## src/rtl/rle_pkg.sv

```systemverilog
// shared types, constants and functions of the led effect generator
package rle_pkg;

    localparam int MAX_COLORS = 8;
    localparam int TICK_MAX   = 1024;

    // mode codes
    localparam logic [2:0] MODE_OFF    = 3'd0;
    localparam logic [2:0] MODE_STEADY = 3'd1;
    localparam logic [2:0] MODE_PULSE  = 3'd2;
    localparam logic [2:0] MODE_FADEIN = 3'd3;
    localparam logic [2:0] MODE_FADEOUT = 3'd4;
    localparam logic [2:0] MODE_XFADE  = 3'd5;

    // register indexes
    localparam logic [2:0] REG_MODE   = 3'd0;
    localparam logic [2:0] REG_SPEED  = 3'd1;
    localparam logic [2:0] REG_POWER  = 3'd2;
    localparam logic [2:0] REG_COUNT  = 3'd3;
    localparam logic [2:0] REG_PAL_A  = 3'd4;
    localparam logic [2:0] REG_PAL_B  = 3'd5;
    localparam logic [2:0] REG_PAL_C  = 3'd6;
    localparam logic [2:0] REG_PAL_D  = 3'd7;

    // final scaling divides by 100 * 2^shift: shift first, then by 100
    localparam logic [4:0]  SH_STEADY   = 5'd0;
    localparam logic [4:0]  SH_XFADE    = 5'd5;
    localparam logic [4:0]  SH_EASE     = 5'd15;
    // ceil(2^27 / 100), exact floor division for dividends below 2^20
    localparam logic [20:0] RECIP_100   = 21'd1342178;
    localparam int          RECIP_SHIFT = 27;

    typedef struct packed {
        logic [2:0]   mode;
        logic [12:0]  dur;
        logic [2:0]   len;
        logic [6:0]   power;
        logic [3:0]   count;
        logic [191:0] pal;
    } cfg_t;

    typedef struct packed {
        logic [9:0] tick;
        logic [2:0] cur;
        logic [2:0] nxt;
    } job_t;

    function automatic logic [63:0] isqrt64(input logic [63:0] v_in);
        logic [63:0] v;
        logic [63:0] res;
        logic [63:0] b;
        v   = v_in;
        res = 64'd0;
        b   = 64'd1 << 62;
        for (int i = 0; i < 32; i++)
        begin
            if (b > v)
                b = b >> 2;
        end
        for (int i = 0; i < 32; i++)
        begin
            if (b != 64'd0)
            begin
                if (v >= res + b)
                begin
                    v   = v - (res + b);
                    res = (res >> 1) + b;
                end
                else
                    res = res >> 1;
                b = b >> 2;
            end
        end
        return res;
    endfunction

    // fractional powers of two in q.30, one entry per 8-bit fraction
    function automatic logic [256*31-1:0] build_expo_tab();
        logic [63:0] roots [8];
        logic [63:0] m;
        logic [256*31-1:0] tab;
        roots[0] = isqrt64(64'd1 << 61);
        for (int j = 1; j < 8; j++)
            roots[j] = isqrt64(roots[j-1] << 30);
        tab = '0;
        for (int f = 0; f < 256; f++)
        begin
            m = 64'd1 << 30;
            for (int b = 0; b < 8; b++)
            begin
                if (((f >> b) & 1) == 1)
                    m = (m * roots[7-b]) >> 30;
            end
            tab[f*31 +: 31] = m[30:0];
        end
        return tab;
    endfunction

    localparam logic [256*31-1:0] EXPO_TAB = build_expo_tab();

    function automatic logic [2:0] idx_mod(input logic [2:0] i, input logic [3:0] n);
        logic [3:0] v;
        v = {1'b0, i};
        for (int k = 0; k < 7; k++)
        begin
            if (v >= n)
                v = v - n;
        end
        return v[2:0];
    endfunction

    function automatic logic [2:0] idx_next(input logic [2:0] cur, input logic [3:0] n);
        logic [3:0] c1;
        c1 = {1'b0, cur} + 4'd1;
        return (c1 >= n) ? 3'd0 : c1[2:0];
    endfunction

    function automatic logic [23:0] color_of(input logic [191:0] pal, input logic [2:0] i);
        return pal[i*24 +: 24];
    endfunction

endpackage

```

## src/rtl/rle_queue.sv

```systemverilog
// two entry job queue between front and back
module rle_queue
    import rle_pkg::*;
(
    input  logic clk,
    input  logic rst_n,
    input  logic push,
    input  job_t push_job,
    output logic full,
    input  logic pop,
    output logic not_empty,
    output job_t pop_job
);

    job_t       slot_reg [2];
    logic       wp_reg, rp_reg;
    logic [1:0] cnt_reg;

    assign full      = (cnt_reg == 2'd2);
    assign not_empty = (cnt_reg != 2'd0);
    assign pop_job   = slot_reg[rp_reg];

    always_ff @(posedge clk or negedge rst_n)
    begin
        if (!rst_n)
        begin
            wp_reg  <= 1'b0;
            rp_reg  <= 1'b0;
            cnt_reg <= 2'd0;
        end
        else
        begin
            if (push)
                wp_reg <= ~wp_reg;
            if (pop)
                rp_reg <= ~rp_reg;
            if (push && !pop)
                cnt_reg <= cnt_reg + 2'd1;
            else if (pop && !push)
                cnt_reg <= cnt_reg - 2'd1;
        end
    end

    always_ff @(posedge clk)
    begin
        if (push)
            slot_reg[wp_reg] <= push_job;
    end

endmodule

```

## config.mk

```make
export PLATFORM = sky130hd
export DESIGN_NAME = rle_queue
export DESIGN_NICKNAME = d
export VERILOG_FILES = /design/src/rtl/rle_pkg.sv /design/src/rtl/rle_queue.sv
export SDC_FILE = /design/constraint.sdc
export NUM_CORES = 1
export LEC_CHECK = 0
export BUFFER_PORTS_ARGS = -buffer_cell sky130_fd_sc_hd__buf_2
export CAP_MARGIN = 10
export CORE_MARGIN = 3
export CORE_UTILIZATION = 54
export CTS_CLUSTER_DIAMETER = 200
export DETAILED_ROUTE_END_ITERATION = 6
export PLACE_DENSITY = 0.82
export SLEW_MARGIN = 5
export SYNTH_ARGS = -nofsm -noshare
export SYNTH_HDL_FRONTEND = slang
export SYNTH_SLANG_ARGS = --single-unit
```

## constraint.sdc

```tcl
create_clock -name clk -period 2.55 [get_ports clk]
set_input_delay 0.255 -clock clk [delete_from_list [all_inputs] [get_ports clk]]
set_output_delay 0.255 -clock clk [all_outputs]
set_load 0.02 [all_outputs]
```

==> metrics <==
Overall Power about 1.7 mW; vias in the first global route roughly 700; relative slew slack 0.4644; Core Util, Final 0.7053; via count between 600 and 700; DP Area about 0.0016 mm2; grt total ovfl 0; clk root buf clkbuf_4; clk_skew roughly 0.011 ns; Max clock buf depth 2; syn_area_per_cell about 21 um2; Fin Hold WS 0.1234 ns; standard-cell rows 17; critical path arrival ~1.7 ns; Post-DRT Antenna Nets 0; gr usage total 0.1347; CTS sink cnt 36; First-pass DRT Iterations 4; Nets around 130; static leakage just under 0.7 nW; number of flip-flops under the largest register name 32; crit path max fanout 17; status finished, final reports clean; WL/cell between 10 and 15 um; Vias/cell 4.878; clk slew on worst S/H paths 0.09 ns; Synth Warn # 0; Die Wd 56.83 um; Startpoint Class register; Ports 38; CTS tree yes; Hold WC Path Type in -> reg; drt drc 0; Max Slew Vio Count 0; post-synthesis net count 87; largest net degree at the start of global routing 18; Final GP Congestion about 0.60; RSZ-0062 raised after global routing no; Least-Margin Pin Slew around 0.80 ns; fin area 0.001650 mm2; kind of critical path reg -> out; Achievable Freq about 500 MHz; Fin. Hold Viols 0; Clk Latency, worst-skew pair 0.31 ns; distinct cell type count after synthesis 14; Initial Util 0.5963; Inst Count DP 130; H-tree depth 2; share of layout cells above drive strength 1 0.5405; Worst Setup End Kind output pin; die area between 0.003 and 0.004 mm2; Final HPWL DP 1326 um; Core Area ~0.0023 mm2; CTS buffer count 5; Sum Neg Setup Slack 0 ns; final worst setup slack approximately 0.55 ns; CP Data Required Time around 2.3 ns; number of antenna cells inserted 0; WL final 1843 um; Period minus WS final roughly 2 ns; postcts setup bufs 0; Cell Area, Synth between 0.001 and 0.0015 mm2; post-place setup slack between 0.8 and 0.9 ns; worst ir drop on vdd ~0.7 mV; drt first-iter violations 6; FF+latch count, synth 36; max_cap viols 0; Layout Cells excl Fill roughly 140; final setup violation count 0; first-pass GRT wire length between 3000 and 4000 um; initial antenna violation count 0; Port Buffers 37; sequential-to-total area share from yosys stat 0.7605; Power per Cell Area ~1100 mW/mm2; Syn Inst Count between 60 and 70; die height ~57 um; crit share post-route 0.7842; area growth from synthesis to layout 18.30%; fillers between 150 and 200
## final cells by class
class	count	area, um2	share of cell area
well taps	28	35.03	0.02123
multi-input cells	27	299.0	0.1812
inverters	1	3.754	0.002274
flip-flops and latches	36	1061	0.6429
clock buffers	7	45.04	0.02729
clock inverters	1	3.754	0.002274
repair buffers	39	202.7	0.1228
## placed cells by master (no fill, tap or decap), drive strengths merged
| cell type | n |
|---|---|
| and2 | 1 |
| buf | 38 |
| clkbuf | 7 |
| clkinv | 1 |
| dfrtp | 4 |
| dlygate4sd3 | 1 |
| edfxtp | 32 |
| ha | 1 |
| inv | 1 |
| mux2 | 16 |
| nor2 | 1 |
| nor2b | 2 |
| or2 | 1 |
| xnor2 | 1 |
| xor2 | 4 |
## what timing repair did
action / CTS / global route
gates resized for setup: 0 / 0
hold endpoints to repair: 4 / 0
hold buffers: 1 / 0
## where the power goes
group          internal (mW)  switching [mW]  leakage (nW)  total (mW)
Clock                  0.106           0.157        0.0269       0.263
Sequential             0.790           0.105         0.347       0.896
Combinational          0.288           0.302         0.301       0.590
## worst paths after layout
check,cells after the start,endpoint,startpoint,slack (ns)
min in group asynchronous,2,wp_reg,rst_n,0.26
worst max register to register,1,slot_reg[1][6],wp_reg,1.13
max in group asynchronous,2,rp_reg,rst_n,2.16
worst max-delay path,2,pop_job[13],rp_reg,0.55
worst min register to register,1,cnt_reg[1],cnt_reg[1],0.50
worst min-delay path,1,slot_reg[0][0],push_job[0],0.12
## synthesized netlist by cell type
library cell | instances | area, um2
mux2_4 | 9 | 135.1
xor2_1 | 4 | 35.03
inv_1 | 1 | 3.750
or2_2 | 1 | 6.260
nor2_1 | 1 | 3.750
xnor2_1 | 1 | 8.760
nor2b_1 | 2 | 12.51
mux2_2 | 7 | 78.83
and2_1 | 1 | 6.260
dfrtp_1 | 4 | 100.1
buf_12 | 1 | 20.02
ha_1 | 1 | 12.51
buf_6 | 1 | 11.26
edfxtp_1 | 32 | 960.9
## kinds of logic (layout without fill, tap and decap cells)
family / after synthesis / after routing / share of synthesized area
xor+xnor: 5 / 5 / 0.03139
fa+ha+maj: 1 / 1 / 0.008967
buf+inv: 3 / 48 / 0.02511
flops: 36 / 36 / 0.7605
mux: 16 / 16 / 0.1534
simple gates: 5 / 5 / 0.02063
## per-layer routing
metal / GRT usage / share of wire
met1: 0.1462 / 0.39
met2: 0.2261 / 0.53
met3: 0.06667 / 0.070
met4: 0.04967 / 0.0071
met5: 0 / 0
## critical path, cell delays in order (launching register included)
cell	delay (ns)
dfrtp_1	0.87
mux2_2	0.41
buf_2	0.16
Note: power is estimated with default switching activity, not from simulation.
