$ cat config.mk
export PLATFORM = sky130hd
export DESIGN_NAME = rle_front_flat
export DESIGN_NICKNAME = d
export VERILOG_FILES = /design/src/rtl/rle_pkg.sv /design/src/rtl/rle_ifs.sv /design/src/rtl/rle_front.sv /design/src/flat_wrapper.sv
export SDC_FILE = /design/constraint.sdc
export NUM_CORES = 1
export LEC_CHECK = 0
export CORE_AREA = 2 2 120 87
export CTS_CLUSTER_DIAMETER = 150
export DETAILED_ROUTE_END_ITERATION = 10
export DIE_AREA = 0 0 122 89
export DONT_BUFFER_PORTS = 1
export SLEW_MARGIN = 5
export SYNTH_ARGS = -nofsm -noshare
export SYNTH_HDL_FRONTEND = slang
export SYNTH_SLANG_ARGS = --single-unit
$ cat constraint.sdc
create_clock -name clk -period 33.2 [get_ports clk]
set_clock_uncertainty 0.15 [all_clocks]
set_input_delay 6.64 -clock clk [delete_from_list [all_inputs] [get_ports clk]]
set_output_delay 6.64 -clock clk [all_outputs]
set_load 0.01 [all_outputs]
$ cat src/rtl/rle_pkg.sv
// shared types, constants and functions of the led effect generator
package rle_pkg;

    localparam int MAX_COLORS = 8;
    localparam int TICK_MAX   = 1024;

    // mode codes
    localparam logic [2:0] MODE_OFF    = 3'd0;
    localparam logic [2:0] MODE_STEADY = 3'd1;
    localparam logic [2:0] MODE_PULSE  = 3'd2;
    localparam logic [2:0] MODE_FADEIN = 3'd3;
    localparam logic [2:0] MODE_FADEOUT = 3'd4;
    localparam logic [2:0] MODE_XFADE  = 3'd5;

    // register indexes
    localparam logic [2:0] REG_MODE   = 3'd0;
    localparam logic [2:0] REG_SPEED  = 3'd1;
    localparam logic [2:0] REG_POWER  = 3'd2;
    localparam logic [2:0] REG_COUNT  = 3'd3;
    localparam logic [2:0] REG_PAL_A  = 3'd4;
    localparam logic [2:0] REG_PAL_B  = 3'd5;
    localparam logic [2:0] REG_PAL_C  = 3'd6;
    localparam logic [2:0] REG_PAL_D  = 3'd7;

    // final scaling divides by 100 * 2^shift: shift first, then by 100
    localparam logic [4:0]  SH_STEADY   = 5'd0;
    localparam logic [4:0]  SH_XFADE    = 5'd5;
    localparam logic [4:0]  SH_EASE     = 5'd15;
    // ceil(2^27 / 100), exact floor division for dividends below 2^20
    localparam logic [20:0] RECIP_100   = 21'd1342178;
    localparam int          RECIP_SHIFT = 27;

    typedef struct packed {
        logic [2:0]   mode;
        logic [12:0]  dur;
        logic [2:0]   len;
        logic [6:0]   power;
        logic [3:0]   count;
        logic [191:0] pal;
    } cfg_t;

    typedef struct packed {
        logic [9:0] tick;
        logic [2:0] cur;
        logic [2:0] nxt;
    } job_t;

    function automatic logic [63:0] isqrt64(input logic [63:0] v_in);
        logic [63:0] v;
        logic [63:0] res;
        logic [63:0] b;
        v   = v_in;
        res = 64'd0;
        b   = 64'd1 << 62;
        for (int i = 0; i < 32; i++)
        begin
            if (b > v)
                b = b >> 2;
        end
        for (int i = 0; i < 32; i++)
        begin
            if (b != 64'd0)
            begin
                if (v >= res + b)
                begin
                    v   = v - (res + b);
                    res = (res >> 1) + b;
                end
                else
                    res = res >> 1;
                b = b >> 2;
            end
        end
        return res;
    endfunction

    // fractional powers of two in q.30, one entry per 8-bit fraction
    function automatic logic [256*31-1:0] build_expo_tab();
        logic [63:0] roots [8];
        logic [63:0] m;
        logic [256*31-1:0] tab;
        roots[0] = isqrt64(64'd1 << 61);
        for (int j = 1; j < 8; j++)
            roots[j] = isqrt64(roots[j-1] << 30);
        tab = '0;
        for (int f = 0; f < 256; f++)
        begin
            m = 64'd1 << 30;
            for (int b = 0; b < 8; b++)
            begin
                if (((f >> b) & 1) == 1)
                    m = (m * roots[7-b]) >> 30;
            end
            tab[f*31 +: 31] = m[30:0];
        end
        return tab;
    endfunction

    localparam logic [256*31-1:0] EXPO_TAB = build_expo_tab();

    function automatic logic [2:0] idx_mod(input logic [2:0] i, input logic [3:0] n);
        logic [3:0] v;
        v = {1'b0, i};
        for (int k = 0; k < 7; k++)
        begin
            if (v >= n)
                v = v - n;
        end
        return v[2:0];
    endfunction

    function automatic logic [2:0] idx_next(input logic [2:0] cur, input logic [3:0] n);
        logic [3:0] c1;
        c1 = {1'b0, cur} + 4'd1;
        return (c1 >= n) ? 3'd0 : c1[2:0];
    endfunction

    function automatic logic [23:0] color_of(input logic [191:0] pal, input logic [2:0] i);
        return pal[i*24 +: 24];
    endfunction

endpackage

$ cat src/rtl/rle_ifs.sv
// channel interfaces of the led effect generator
interface rle_adv_if;
    logic       valid;
    logic       ready;
    logic [7:0] advance_ms;
    modport source (output valid, output advance_ms, input ready);
    modport sink (input valid, input advance_ms, output ready);
endinterface


$ cat src/rtl/rle_front.sv
// front end: elapsed time, colour index and phase tick division
module rle_front
    import rle_pkg::*;
(
    input  logic         clk,
    input  logic         rst_n,
    rle_adv_if.sink      adv,
    input  cfg_t         cfg,
    input  logic         restart,
    input  logic         q_full,
    output logic         q_push,
    output job_t         q_job
);

    typedef enum logic [2:0] {
        F_IDLE = 3'b001,
        F_DIV  = 3'b010,
        F_PUSH = 3'b100
    } fstate_t;

    fstate_t     state_reg, state_next;
    logic [13:0] elapsed_reg, elapsed_next;
    logic [2:0]  idx_reg, idx_next_v;
    logic [2:0]  cur_reg, cur_next;
    logic [2:0]  nxt_reg, nxt_next;
    logic [3:0]  bit_reg, bit_next;
    logic [2:0]  rem_reg, rem_next;
    logic [13:0] quo_reg, quo_next;

    logic [2:0]  cur_now;
    logic [13:0] el_sum;
    logic [3:0]  trial;
    logic [9:0]  tick;

    // no word taken in the cycle a restart clears the state
    assign adv.ready = (state_reg == F_IDLE) && !restart;
    assign cur_now   = idx_mod(idx_reg, cfg.count);
    assign el_sum    = elapsed_reg + {6'd0, adv.advance_ms};
    assign trial     = {rem_reg, elapsed_reg[bit_reg]};

    always_comb
    begin
        if (quo_reg < 14'd10)
            tick = 10'd10;
        else if (quo_reg > 14'd1014)
            tick = 10'd1014;
        else
            tick = quo_reg[9:0];
    end

    assign q_push     = (state_reg == F_PUSH) && !q_full;
    assign q_job.tick = tick;
    assign q_job.cur  = cur_reg;
    assign q_job.nxt  = nxt_reg;

    always_comb
    begin
        state_next   = state_reg;
        elapsed_next = elapsed_reg;
        idx_next_v   = idx_reg;
        cur_next     = cur_reg;
        nxt_next     = nxt_reg;
        bit_next     = bit_reg;
        rem_next     = rem_reg;
        quo_next     = quo_reg;
        unique case (state_reg)
            F_IDLE:
            begin
                if (restart)
                begin
                    elapsed_next = 14'd0;
                    idx_next_v   = 3'd0;
                end
                else if (adv.valid)
                begin
                    if (el_sum > {1'b0, cfg.dur})
                    begin
                        // period over: next colour, nothing emitted
                        idx_next_v   = idx_next(cur_now, cfg.count);
                        elapsed_next = 14'd0;
                    end
                    else
                    begin
                        elapsed_next = el_sum;
                        cur_next     = cur_now;
                        nxt_next     = idx_next(cur_now, cfg.count);
                        bit_next     = 4'd13;
                        rem_next     = 3'd0;
                        quo_next     = 14'd0;
                        state_next   = F_DIV;
                    end
                end
            end
            F_DIV:
            begin
                if (trial >= {1'b0, cfg.len})
                begin
                    rem_next = 3'(trial - {1'b0, cfg.len});
                    quo_next = {quo_reg[12:0], 1'b1};
                end
                else
                begin
                    rem_next = trial[2:0];
                    quo_next = {quo_reg[12:0], 1'b0};
                end
                if (bit_reg == 4'd0)
                    state_next = F_PUSH;
                else
                    bit_next = bit_reg - 4'd1;
            end
            F_PUSH:
            begin
                if (!q_full)
                    state_next = F_IDLE;
            end
            default: state_next = F_IDLE;
        endcase
    end

    always_ff @(posedge clk or negedge rst_n)
    begin
        if (!rst_n)
        begin
            state_reg   <= F_IDLE;
            elapsed_reg <= 14'd0;
            idx_reg     <= 3'd0;
        end
        else
        begin
            state_reg   <= state_next;
            elapsed_reg <= elapsed_next;
            idx_reg     <= idx_next_v;
        end
    end

    always_ff @(posedge clk)
    begin
        cur_reg <= cur_next;
        nxt_reg <= nxt_next;
        bit_reg <= bit_next;
        rem_reg <= rem_next;
        quo_reg <= quo_next;
    end

endmodule

$ cat src/flat_wrapper.sv
// flat-port wrapper written by rule: the top's interface ports become plain ports
module rle_front_flat import rle_pkg::*;
  (clk, rst_n, cfg, restart, q_full, q_push, q_job, adv_valid, adv_advance_ms, adv_ready);
  rle_adv_if adv_i ();
  input  logic clk;
  input  logic rst_n;
  input  cfg_t cfg;
  input  logic restart;
  input  logic q_full;
  output logic q_push;
  output job_t q_job;
  input wire logic [$bits(adv_i.valid)-1:0] adv_valid;
  input wire logic [$bits(adv_i.advance_ms)-1:0] adv_advance_ms;
  output wire logic [$bits(adv_i.ready)-1:0] adv_ready;
  assign adv_i.valid = adv_valid;
  assign adv_i.advance_ms = adv_advance_ms;
  assign adv_ready = adv_i.ready;
  rle_front u_core (.clk(clk), .rst_n(rst_n), .adv(adv_i), .cfg(cfg), .restart(restart), .q_full(q_full), .q_push(q_push), .q_job(q_job));
endmodule
==> results.json <==
{
  "run_status": "finished, final reports clean",
  "largest_cells_by_area_after_synthesis": "sky130_fd_sc_hd__edfxtp_1, sky130_fd_sc_hd__ha_1, sky130_fd_sc_hd__dfrtp_1",
  "path_delay_family": "compound AO/OA/AOI/OAI gates",
  "main_combinational_cell_family_by_area_after_synthesis": "compound AO/OA/AOI/OAI gates",
  "min_path_type": "reg -> reg",
  "yosys-top-cells-count": "sky130_fd_sc_hd__ha_1, sky130_fd_sc_hd__inv_1, sky130_fd_sc_hd__nor2_1",
  "critPathSlowestCell": "sky130_fd_sc_hd__o21ai_1",
  "post_synth_num_cell_types": 69,
  "topRoutingLayerUsed": "met4",
  "unrepaired_setup_endpoints_after_global_routing": "no",
  "via_count": 3266,
  "synth_compound_gate_area_share_pct": 22.2,
  "critical_path_required_ps": 33260,
  "detail_route.wl_per_cell_um": 16.1,
  "number_of_port_buffers": 0,
  "timing.final.crit_period_ps": 19130,
  "layout.cell_area.non_filler_mm2": 0.00465,
  "drt-initial-drc-count": 161,
  "grt_use_total_pct": 18.2,
  "cts_max_path_buffers": 2,
  "tritoncts_num_sinks": 47,
  "design.final.nets": 754,
  "synth_mux_area_share_pct": 3.06,
  "synth_xor_xnor_area_share_pct": 4.80,
  "tightest_slew_ps": 1090,
  "synth_top_flop_cell": "sky130_fd_sc_hd__edfxtp_1",
  "max_h_tree_level": 2,
  "synth-edff-count": 27,
  "synth-simple-area-share_pct": 15.2,
  "detailedRoute.firstPassIterationCount": 4,
  "timing_max_transition_violations_final": 0,
  "grt_antenna_before_repair": 0,
  "setup_viol_count_final": 0,
  "grt_pass1_wl_um": 15600,
  "cts_hold_repair.buffers": 0,
  "pin_count": 253,
  "postCtsResizedCells": 0,
  "synth_most_common_cell": "sky130_fd_sc_hd__ha_1",
  "netlist.top_cell.by_area": "sky130_fd_sc_hd__edfxtp_1",
  "synth-seq-area-share_pct": 30.0,
  "proportion_of_layout_cells_with_a_drive_suffix_above_1_pct": 8.13,
  "grt_max_degree": 23,
  "cts_setup_buffers": 0,
  "floorplan.die.width_um": 122,
  "path_class": "in -> reg",
  "setup_total_negative_slack_ps": 0,
  "yosys.area_share.adder_pct": 20.1,
  "ctsRootBufferMaster": "sky130_fd_sc_hd__clkbuf_16",
  "hpwl_um": 7500,
  "antenna_violating_nets_post_route": 0,
  "clock_tree_from_tritoncts": "done",
  "synthArstFlopShare_pct": 42.6,
  "syn2layout_area_growth_pct": 6.29,
  "worst_setup_hold_path_clk_slew_ps": 60,
  "cap_viol_max_count": 0,
  "vias_per_cell": 5.60,
  "fp-row-count": 30,
  "synth_fp_nets": 754,
  "gp_congestion": 0.831,
  "relSlewSlack_pct": 26.7,
  "netlist_instances": 454,
  "synth.avg_cell_area_um2": 9.65,
  "placement.cell_area_mm2": 0.00451,
  "critical_path_arrival_ps": 19190,
  "critical_path_peak_fanout": 12,
  "met2_length_um": 3960,
  "grt_remaining_overflow": 0,
  "cts_inserted_buffers": 5,
  "fp.dieH_um": 89,
  "clock_network_latency_to_the_later_pin_of_the_worst_skew_pair_ps": 280,
  "cpPeakStageDelay_ps": 650,
  "hold_viol": 0,
  "initial_cell_density_of_the_core_pct": 45.8,
  "worst_path_buffer_plus_inverter_count": 4,
  "n_antenna_cell": 0,
  "start_kind": "primary input",
  "route.final.wire_length_um": 9400,
  "die_area_mm2": 0.0109,
  "route.met3.wl_um": 445,
  "core_region_area_mm2": 0.00957,
  "post-route-period-util_pct": 57.6,
  "ys_warn_count": 0,
  "number_of_global_route_vias_before_repair": 3239,
  "crit_path_end_kind": "flop",
  "syn-cell-area_mm2": 0.00438,
  "routedLengthMet1_um": 4880,
  "flop_and_latch_count_out_of_synthesis": 47,
  "synth.top_cell.area_share_pct": 18.5,
  "drcViolationCount": 0,
  "highest_achievable_clock_rate_mhz": 52.3
}
## kinds of logic (layout without fill, tap and decap cells)
family | Yosys count | after routing
muxes | 9 | 9
buffers and inverters | 51 | 52
DFF | 47 | 47
and+or+nand+nor | 132 | 132
xor gates and xnor gates | 24 | 24
AOI/OAI and AO/OA | 126 | 126
adders and majority gates | 65 | 65
## worst paths after layout
check	start	to	slack (ps)	cells after the start
worst max-delay path	cfg[193]	u_core.idx_reg[1]	14070	51
worst min-delay path	u_core.state_reg[0]	u_core.state_reg[2]	390	1
worst max register to register	u_core.idx_reg[0]	u_core.idx_reg[1]	20060	53
worst min register to register	u_core.state_reg[0]	u_core.state_reg[2]	390	1
max in group asynchronous	rst_n	u_core.state_reg[0]	26830	0
min in group asynchronous	rst_n	u_core.state_reg[2]	5890	0
## worst register-to-register path: cells and delay by family (launching register included)
| family | cells | cell delay (ps) |
|---|---|---|
| buffers and inverters | 5 | 410 |
| DFF | 1 | 370 |
| adders and majority gates | 13 | 3790 |
| AOI/OAI and AO/OA | 25 | 6520 |
| and+or+nand+nor | 9 | 1550 |
| xor gates and xnor gates | 1 | 260 |
## placed cells by master (no fill, tap or decap), types with 14 or more instances in the layout
cell type	instances
sky130_fd_sc_hd__a21o_1	15
sky130_fd_sc_hd__nand2_1	32
sky130_fd_sc_hd__inv_1	41
sky130_fd_sc_hd__dfrtp_1	19
sky130_fd_sc_hd__a21oi_1	22
sky130_fd_sc_hd__ha_1	56
sky130_fd_sc_hd__nor2_1	34
sky130_fd_sc_hd__xnor2_1	19
sky130_fd_sc_hd__and2_1	18
sky130_fd_sc_hd__a22o_1	14
sky130_fd_sc_hd__edfxtp_1	27
## area by class of cell
| class | instances | area (um2) |
|---|---|---|
| fill | 927 | 4920 |
| multi-input combinational | 356 | 2870 |
| sequential | 47 | 1310 |
| inverter | 43 | 161 |
| tap | 128 | 160 |
| clock buffer | 7 | 143 |
| timing repair buffer | 1 | 7.51 |
| clock inverter | 1 | 5.00 |
## per-layer routing
layer  GRT usage (%)  vias to the layer above
met2            27.4                       56
met4            4.60                        0
met3            4.02                       12
met5               0                        -
met1            26.6                     1534
li1                -                     1664
## per-stage QoR
stage | setup WS (ps) | utilization [%] | hold WS, ps | std cells
after floorplan | 15750 | - | 330 | 454
after global placement | 14060 | 47.1 | 355 | 575
after detailed placement | 13890 | 47.1 | 377 | 575
after CTS | 14130 | 48.6 | 385 | 583
after global routing | 12940 | 48.6 | 403 | 583
final | 14070 | 48.6 | 385 | 583
Power is not shown: default switching activity piles up to over one toggle a cycle in this logic, so the estimate is an artifact.
